File: config.mk
export PLATFORM = sky130hd
export DESIGN_NAME = thermostat_hysteresis_controller
export DESIGN_NICKNAME = d
export VERILOG_FILES = /design/src/sv/thc_pkg.sv /design/src/sv/thermostat_hysteresis_controller.sv
export SDC_FILE = /design/constraint.sdc
export NUM_CORES = 1
export LEC_CHECK = 0
export BUFFER_PORTS_ARGS = -buffer_cell sky130_fd_sc_hd__buf_4
export CELL_PAD_IN_SITES_DETAIL_PLACEMENT = 0
export CELL_PAD_IN_SITES_GLOBAL_PLACEMENT = 1
export CORE_ASPECT_RATIO = 0.75
export CORE_MARGIN = 2
export CORE_UTILIZATION = 25
export DETAILED_ROUTE_END_ITERATION = 16
export PLACE_DENSITY_LB_ADDON = 0.1
export SYNTH_ARGS = -nofsm -noshare
export SYNTH_HDL_FRONTEND = slang
export SYNTH_SLANG_ARGS = --single-unit
File: constraint.sdc
create_clock -name clk_i -period 9.42 [get_ports clk_i]
set_input_delay 0.471 -clock clk_i [delete_from_list [all_inputs] [get_ports clk_i]]
set_output_delay 0.471 -clock clk_i [all_outputs]
set_load 0.005 [all_outputs]
File: src/sv/thc_pkg.sv
// ----------------------------------------------------------------------------
// thc_pkg
// Shared types and constants of the hysteresis thermostat controller.
// ----------------------------------------------------------------------------
`timescale 1ns / 1ps
`default_nettype none

package thc_pkg;

  localparam int unsigned TEMP_W  = 16;
  localparam int unsigned BAND_W  = 8;
  localparam int unsigned TIME_W  = 22;
  // Ages saturate above any programmable limit, so one extra bit suffices.
  localparam int unsigned AGE_W   = TIME_W + 1;
  // Band edges at full width: 16-bit setpoint plus or minus 8-bit band.
  localparam int unsigned EDGE_W  = TEMP_W + 2;
  localparam int unsigned KIND_W  = 2;
  localparam int unsigned DRIVE_W = 2;
  localparam int unsigned CFG_IDX_W = 4;

  localparam logic [KIND_W-1:0] KIND_TICK   = 2'd0;
  localparam logic [KIND_W-1:0] KIND_SAMPLE = 2'd1;
  localparam logic [KIND_W-1:0] KIND_EVAL   = 2'd2;

  localparam logic [DRIVE_W-1:0] DRIVE_IDLE = 2'd0;
  localparam logic [DRIVE_W-1:0] DRIVE_HEAT = 2'd1;
  localparam logic [DRIVE_W-1:0] DRIVE_COOL = 2'd2;

  localparam logic [CFG_IDX_W-1:0] REG_SETPOINT = 4'd0;
  localparam logic [CFG_IDX_W-1:0] REG_BAND     = 4'd1;
  localparam logic [CFG_IDX_W-1:0] REG_STALE    = 4'd2;
  localparam logic [CFG_IDX_W-1:0] REG_DWELL    = 4'd3;

  localparam logic signed [TEMP_W-1:0] SETPOINT_RST = 16'sd200;
  localparam logic [BAND_W-1:0]        BAND_RST     = 8'd10;
  localparam logic [TIME_W-1:0]        STALE_RST    = 22'd5000;
  localparam logic [TIME_W-1:0]        DWELL_RST    = 22'd60000;

  typedef enum logic [2:0] {
    ST_IDLE = 3'b001,
    ST_HEAT = 3'b010,
    ST_COOL = 3'b100
  } state_e;

endpackage

`default_nettype wire

File: src/sv/thermostat_hysteresis_controller.sv
// ----------------------------------------------------------------------------
// thermostat_hysteresis_controller
// An evaluation passes through the input register, then the result register.
// Throughput: one item per cycle while no evaluation meets a stalled result,
// set by the single input-register to result-register pass; a stalled result
// holds one further item in the input register. Reset clears stored sample,
// ages, mode and valids and loads the register defaults; no clearing pass.
// ----------------------------------------------------------------------------
`timescale 1ns / 1ps
`default_nettype none

module thermostat_hysteresis_controller (
  input  wire                               clk_i,
  input  wire                               rst_ni,
  input  wire                               cfg_valid_i,
  output logic                              cfg_ready_o,
  input  wire [thc_pkg::CFG_IDX_W-1:0]      cfg_index_i,
  input  wire [thc_pkg::TIME_W-1:0]         cfg_data_i,
  input  wire                               in_valid_i,
  output logic                              in_stall_o,
  input  wire [thc_pkg::KIND_W-1:0]         mode_i,
  input  wire signed [thc_pkg::TEMP_W-1:0]  sample_deci_c_i,
  input  wire                               heat_relay_feedback_i,
  input  wire                               cool_relay_feedback_i,
  output logic                              out_valid_o,
  input  wire                               out_stall_i,
  output logic [thc_pkg::DRIVE_W-1:0]       drive_mode_o,
  output logic signed [thc_pkg::TEMP_W-1:0] reported_deci_c_o,
  output logic                              heat_fb_echo_o,
  output logic                              cool_fb_echo_o,
  output logic                              fault_stale_o,
  output logic                              fault_heat_mismatch_o,
  output logic                              fault_cool_mismatch_o,
  output logic                              reading_valid_o
);
  import thc_pkg::*;

  logic signed [TEMP_W-1:0] setpoint_q;
  logic [BAND_W-1:0]        band_q;
  logic [TIME_W-1:0]        stale_q;
  logic [TIME_W-1:0]        dwell_min_q;

  logic                     in_valid_q;
  logic [KIND_W-1:0]        kind_q;
  logic signed [TEMP_W-1:0] in_temp_q;
  logic                     in_heat_q;
  logic                     in_cool_q;

  logic signed [TEMP_W-1:0] last_q, last_d;
  logic                     seen_q, seen_d;
  logic [AGE_W-1:0]         age_q, age_d;
  logic [AGE_W-1:0]         dwell_q, dwell_d;
  state_e                   state_q, state_d;

  logic                     out_valid_q, out_valid_d;
  logic [DRIVE_W-1:0]       drive_q;
  logic signed [TEMP_W-1:0] rep_q;
  logic                     heat_echo_q, cool_echo_q;
  logic                     stale_flt_q, heat_mis_q, cool_mis_q, rd_valid_q;

  logic                     is_eval;
  logic                     proc_fire;
  logic                     in_fire;
  logic                     aged;
  logic                     stale;
  logic                     dwell_hold;
  logic signed [EDGE_W-1:0] temp_x, sp_x, lo_x, hi_x;
  state_e                   want;
  logic [DRIVE_W-1:0]       drive_d;

  assign cfg_ready_o = 1'b1;

  always_ff @(posedge clk_i or negedge rst_ni) begin
    if (!rst_ni) begin
      setpoint_q  <= SETPOINT_RST;
      band_q      <= BAND_RST;
      stale_q     <= STALE_RST;
      dwell_min_q <= DWELL_RST;
    end else if (cfg_valid_i) begin
      unique case (cfg_index_i)
        REG_SETPOINT: setpoint_q  <= cfg_data_i[TEMP_W-1:0];
        REG_BAND:     band_q      <= cfg_data_i[BAND_W-1:0];
        REG_STALE:    stale_q     <= cfg_data_i;
        REG_DWELL:    dwell_min_q <= cfg_data_i;
        default: ;
      endcase
    end
  end

  assign is_eval    = (kind_q == KIND_EVAL);
  assign proc_fire  = in_valid_q && !(is_eval && out_valid_q && out_stall_i);
  assign in_stall_o = in_valid_q && !proc_fire;
  assign in_fire    = in_valid_i && !in_stall_o;

  always_ff @(posedge clk_i or negedge rst_ni) begin
    if (!rst_ni) begin
      in_valid_q <= 1'b0;
    end else if (in_fire) begin
      in_valid_q <= 1'b1;
    end else if (proc_fire) begin
      in_valid_q <= 1'b0;
    end
  end

  always_ff @(posedge clk_i) begin
    if (in_fire) begin
      kind_q    <= mode_i;
      in_temp_q <= sample_deci_c_i;
      in_heat_q <= heat_relay_feedback_i;
      in_cool_q <= cool_relay_feedback_i;
    end
  end

  assign aged   = seen_q && (age_q > {1'b0, stale_q});
  assign stale  = !seen_q || aged;
  assign temp_x = EDGE_W'(last_q);
  assign sp_x   = EDGE_W'(setpoint_q);
  assign lo_x   = sp_x - $signed({{(EDGE_W-BAND_W){1'b0}}, band_q});
  assign hi_x   = sp_x + $signed({{(EDGE_W-BAND_W){1'b0}}, band_q});
  assign dwell_hold = (dwell_q < {1'b0, dwell_min_q});

  always_comb begin
    want = state_q;
    if (stale) begin
      want = ST_IDLE;
    end else begin
      unique case (state_q)
        ST_IDLE: begin
          if (temp_x < lo_x) begin
            want = ST_HEAT;
          end else if (temp_x > hi_x) begin
            want = ST_COOL;
          end
        end
        ST_HEAT: begin
          if (temp_x >= sp_x && !dwell_hold) want = ST_IDLE;
        end
        ST_COOL: begin
          if (temp_x <= sp_x && !dwell_hold) want = ST_IDLE;
        end
        default: want = ST_IDLE;
      endcase
    end
  end

  always_comb begin
    last_d  = last_q;
    seen_d  = seen_q;
    age_d   = age_q;
    dwell_d = dwell_q;
    state_d = state_q;
    if (proc_fire) begin
      case (kind_q)
        KIND_TICK: begin
          age_d   = (age_q == '1) ? age_q : age_q + 1'b1;
          dwell_d = (dwell_q == '1) ? dwell_q : dwell_q + 1'b1;
        end
        KIND_SAMPLE: begin
          last_d = in_temp_q;
          seen_d = 1'b1;
          age_d  = '0;
        end
        KIND_EVAL: begin
          state_d = want;
          if (want != state_q) dwell_d = '0;
        end
        default: ;
      endcase
    end
  end

  always_comb begin
    unique case (want)
      ST_HEAT: drive_d = DRIVE_HEAT;
      ST_COOL: drive_d = DRIVE_COOL;
      default: drive_d = DRIVE_IDLE;
    endcase
  end

  always_ff @(posedge clk_i or negedge rst_ni) begin
    if (!rst_ni) begin
      last_q  <= '0;
      seen_q  <= 1'b0;
      age_q   <= '0;
      dwell_q <= '0;
      state_q <= ST_IDLE;
    end else begin
      last_q  <= last_d;
      seen_q  <= seen_d;
      age_q   <= age_d;
      dwell_q <= dwell_d;
      state_q <= state_d;
    end
  end

  assign out_valid_d = (proc_fire && is_eval) || (out_valid_q && out_stall_i);

  always_ff @(posedge clk_i or negedge rst_ni) begin
    if (!rst_ni) begin
      out_valid_q <= 1'b0;
    end else begin
      out_valid_q <= out_valid_d;
    end
  end

  always_ff @(posedge clk_i) begin
    if (proc_fire && is_eval) begin
      drive_q     <= drive_d;
      rep_q       <= last_q;
      heat_echo_q <= in_heat_q;
      cool_echo_q <= in_cool_q;
      stale_flt_q <= aged;
      heat_mis_q  <= (want == ST_HEAT) != in_heat_q;
      cool_mis_q  <= (want == ST_COOL) != in_cool_q;
      rd_valid_q  <= !stale;
    end
  end

  assign out_valid_o           = out_valid_q;
  assign drive_mode_o          = drive_q;
  assign reported_deci_c_o     = rep_q;
  assign heat_fb_echo_o        = heat_echo_q;
  assign cool_fb_echo_o        = cool_echo_q;
  assign fault_stale_o         = stale_flt_q;
  assign fault_heat_mismatch_o = heat_mis_q;
  assign fault_cool_mismatch_o = cool_mis_q;
  assign reading_valid_o       = rd_valid_q;

  // An active drive needs a fresh reading.
  a_active_needs_reading: assert property (@(posedge clk_i) disable iff (!rst_ni)
    out_valid_o && (drive_mode_o != DRIVE_IDLE) |-> reading_valid_o)
    else $error("active drive without valid reading");

  a_stale_excl: assert property (@(posedge clk_i) disable iff (!rst_ni)
    out_valid_o |-> !(fault_stale_o && reading_valid_o))
    else $error("stale fault with valid reading");

  a_sample_clears_age: assert property (@(posedge clk_i) disable iff (!rst_ni)
    proc_fire && (kind_q == KIND_SAMPLE) |=> (age_q == '0) && seen_q)
    else $error("sample did not restart age");

endmodule

`default_nettype wire
==> results.cfg <==
[outcome]
status = completed

[yosys]
synth_edf_count = 44
yosys.area.top_type = dfrtp_1
synth_nets = 1188
syn-cell-area_sq_um = 10400
ys_warn_count = 0
yosysTopAreaCellShare = 0.284
synthArstFlopShare = 0.756
ys_top_cells_by_area = dfrtp_1, ha_1, edfxtp_1
synth.distinct_cells = 70
postSynthAreaPerCell_sq_um = 10.1
ys.flop_type = dfrtp_1
ys_seq_area_frac = 0.457
syn_inst = 1025
ys_ff_latch = 180

[place]
post-place-ws_ns = 4.02
port-buffer-count = 76
dp.cells = 1649
gp_congestion = 0.803
place_area_sq_um = 11700
dp_hpwl_mm = 22.4

[clocking]
cts_tree = built
clock_latency_ns = 0.45
clock-root-buffer = clkbuf_16
post_cts_buffers = 0
cts.sinks = 180
cts_hold_buf = 0
numCtsBuffers = 17
ctsResizeCount = 0
cts_buffer_depth = 2
clkTransAtPathRegs_ns = 0.07
htree_levels = 4

[critical_path]
cp-end-kind = register
critPathCapture = dwell_q[3]
path_class = reg -> reg
arrival_ns = 5.72
rr_worst_depth = 20
startpoint_type = register
worst-r2r-setup-slack_ns = 3.99
cp.required_ns = 9.70
r2r-start = setpoint_q[2]
crit_path_start = setpoint_q[2]
critPathMaxFanout = 23
reg2reg_to = dwell_q[3]

[flow_run]
drv_cap = 0

[timing]
clock.fmax_mhz = 184
drv_slew = 0
setup_violations = 0
min_period_over_period = 0.577
setup_tns_ns = 0
tightest_slew_ns = 0.986
rsz0062_at_grt = no
timing.hold.ws_ns = 0.0501
clock_skew_ns = 0.0143
min_period_ns = 5.43
hold_viol = 0
setup_ws_ns = 3.99
slew_headroom = 0.336

[routing]
firstDrtPassIters = 5
finalWirelength_mm = 30.5
drt.antenna.violating_nets = 0
drt_iter0_drc = 381
avgViaCountPerCell = 4.53
avgRoutedWirePerCell_microns = 18.1
drc = 0
vias = 7610

[worst_hold_path]
hold_class = in -> async

[floorplan]
die_x_microns = 240
row_count = 64
core-area_sq_um = 40900
dieArea_sq_um = 43300
die_h_microns = 181
start_util = 0.254
ios = 78

[global_route]
grt_max_degree = 72
grt_antenna_before_repair = 0
grt_pass1_vias = 7753
overflow = 0
grt_pass1_wl_mm = 47.8
grt.total_usage = 0.147

[power]
total_power_mw = 2.75
powerDensity_nw_per_um2 = 224
p_leak_nw = 5.38
ir_worst_vdd_v = 0.000130

[finish]
fillCellCount = 4273
utilization = 0.300
syn_to_final_growth_pct = 18.1
final_layout_size_suffix_gt1_frac = 0.178
nets = 1270
antenna_cells = 0
final_cell_area_sq_um = 12300
fin_cells = 1681
routing by layer:
metal | routed length [microns] | vias up | GRT usage
li1 | - | 3810 | -
met1 | 17100 | 3690 | 0.230
met2 | 12400 | 90 | 0.207
met3 | 710 | 20 | 0.0253
met4 | 361 | 0 | 0.0343
met5 | 0 | - | 0
worst max-delay path, stage by stage (launching register included):
cell and delay, ns:
dfrtp_1 0.40, ha_1 0.39, nor2b_1 0.16, o21ai_1 0.17, a21oi_1 0.11, o21ai_0 0.28
a21oi_1 0.14, o21ai_0 0.31, or3b_2 0.51, nor4_2 0.25, a21oi_1 0.12, ha_1 0.33
nand4_1 0.15, nor3_1 0.21, a21oi_1 0.09, o211ai_1 0.29, nand4_1 0.18, o221ai_1 0.22
a211oi_2 0.09, a21oi_4 0.63, a31oi_1 0.20
worst min-delay path by stage:
stage	start	endpoint	slack (ns)	cells past startpoint
after floorplan	rst_ni	age_q[0]	0.18	0
after global placement	last_q[0]	reported_deci_c_o[0]	0.45	0
after detailed placement	last_q[0]	reported_deci_c_o[0]	0.44	0
after CTS	rst_ni	last_q[2]	0.06	1
after global routing	rst_ni	band_q[2]	0.09	1
final	rst_ni	last_q[2]	0.05	1
cell type report:
cell class	count	area, sq um	share of cell area
Clock buffer	25	495	0.0404
Clock inverter	7	121	0.00988
Inverter	97	364	0.0297
Multi-Input combinational cell	726	5210	0.424
Sequential cell	180	4750	0.387
Tap cell	561	702	0.0572
Timing Repair Buffer	85	642	0.0523
Yosys cell counts, types with 3 or more instances:
library cell and number:
a21o_1 7, nand3_1 29, o211ai_1 10, or3_1 3
dfstp_2 18, o21a_1 5, o21ai_0 71, xor2_1 20
or2_2 4, nor2b_1 12, and2_1 5, nor3_1 9
edfxtp_1 44, nor4_1 6, clkbuf_1 15, mux2_2 47
and3_1 4, o2111ai_1 5, a211oi_1 8, o21ai_1 3
mux2i_1 3, nor2_1 72, nand2_1 100, inv_1 97
xnor2_1 26, a31oi_1 19, a21oi_1 58, and4_1 10
ha_1 110, dfrtp_1 118, nand2b_1 13, nand4_1 29
cell families after synthesis:
family,Yosys count,synth area share
buf+inv,119,0.0452
fa+ha+maj,112,0.136
compound gates,209,0.123
flops,180,0.457
other cells,1,0.000361
mux,50,0.0538
simple gates,308,0.146
xor+xnor,46,0.0387
power breakdown:
group / leakage, nW / internal, mW / switching, mW
clock network: 0.299 / 0.448 / 0.327
registers: 2.09 / 0.935 / 0.112
logic: 2.99 / 0.388 / 0.535
registers in the layout (all words and copies together) (netlist names):
register	flops
in_cool_q	1
stale_q	22
state_q	3
reading_valid_o	1
drive_mode_o	2
out_valid_o	1
fault_stale_o	1
dwell_q	23
heat_fb_echo_o	1
reported_deci_c_o	16
seen_q	1
age_q	23
in_temp_q	16
fault_heat_mismatch_o	1
in_valid_q	1
in_heat_q	1
fault_cool_mismatch_o	1
last_q	16
setpoint_q	16
dwell_min_q	22
kind_q	2
cool_fb_echo_o	1
band_q	8
layout by cell type (no fill, tap or decap), types with 13 or more instances in the layout:
cell and n:
dfrtp_1 118, a31oi_1 19, buf_4 84, inv_1 97, nand2b_1 13, xnor2_1 26, xor2_1 20, nand4_1 29
o21ai_0 71, clkbuf_16 17, a21oi_1 57, nand2_1 100, nor2_1 72, edfxtp_1 44, nand3_1 29, dfstp_2 18
mux2_2 47, ha_1 110
Note: power is estimated with default switching activity, not from simulation.
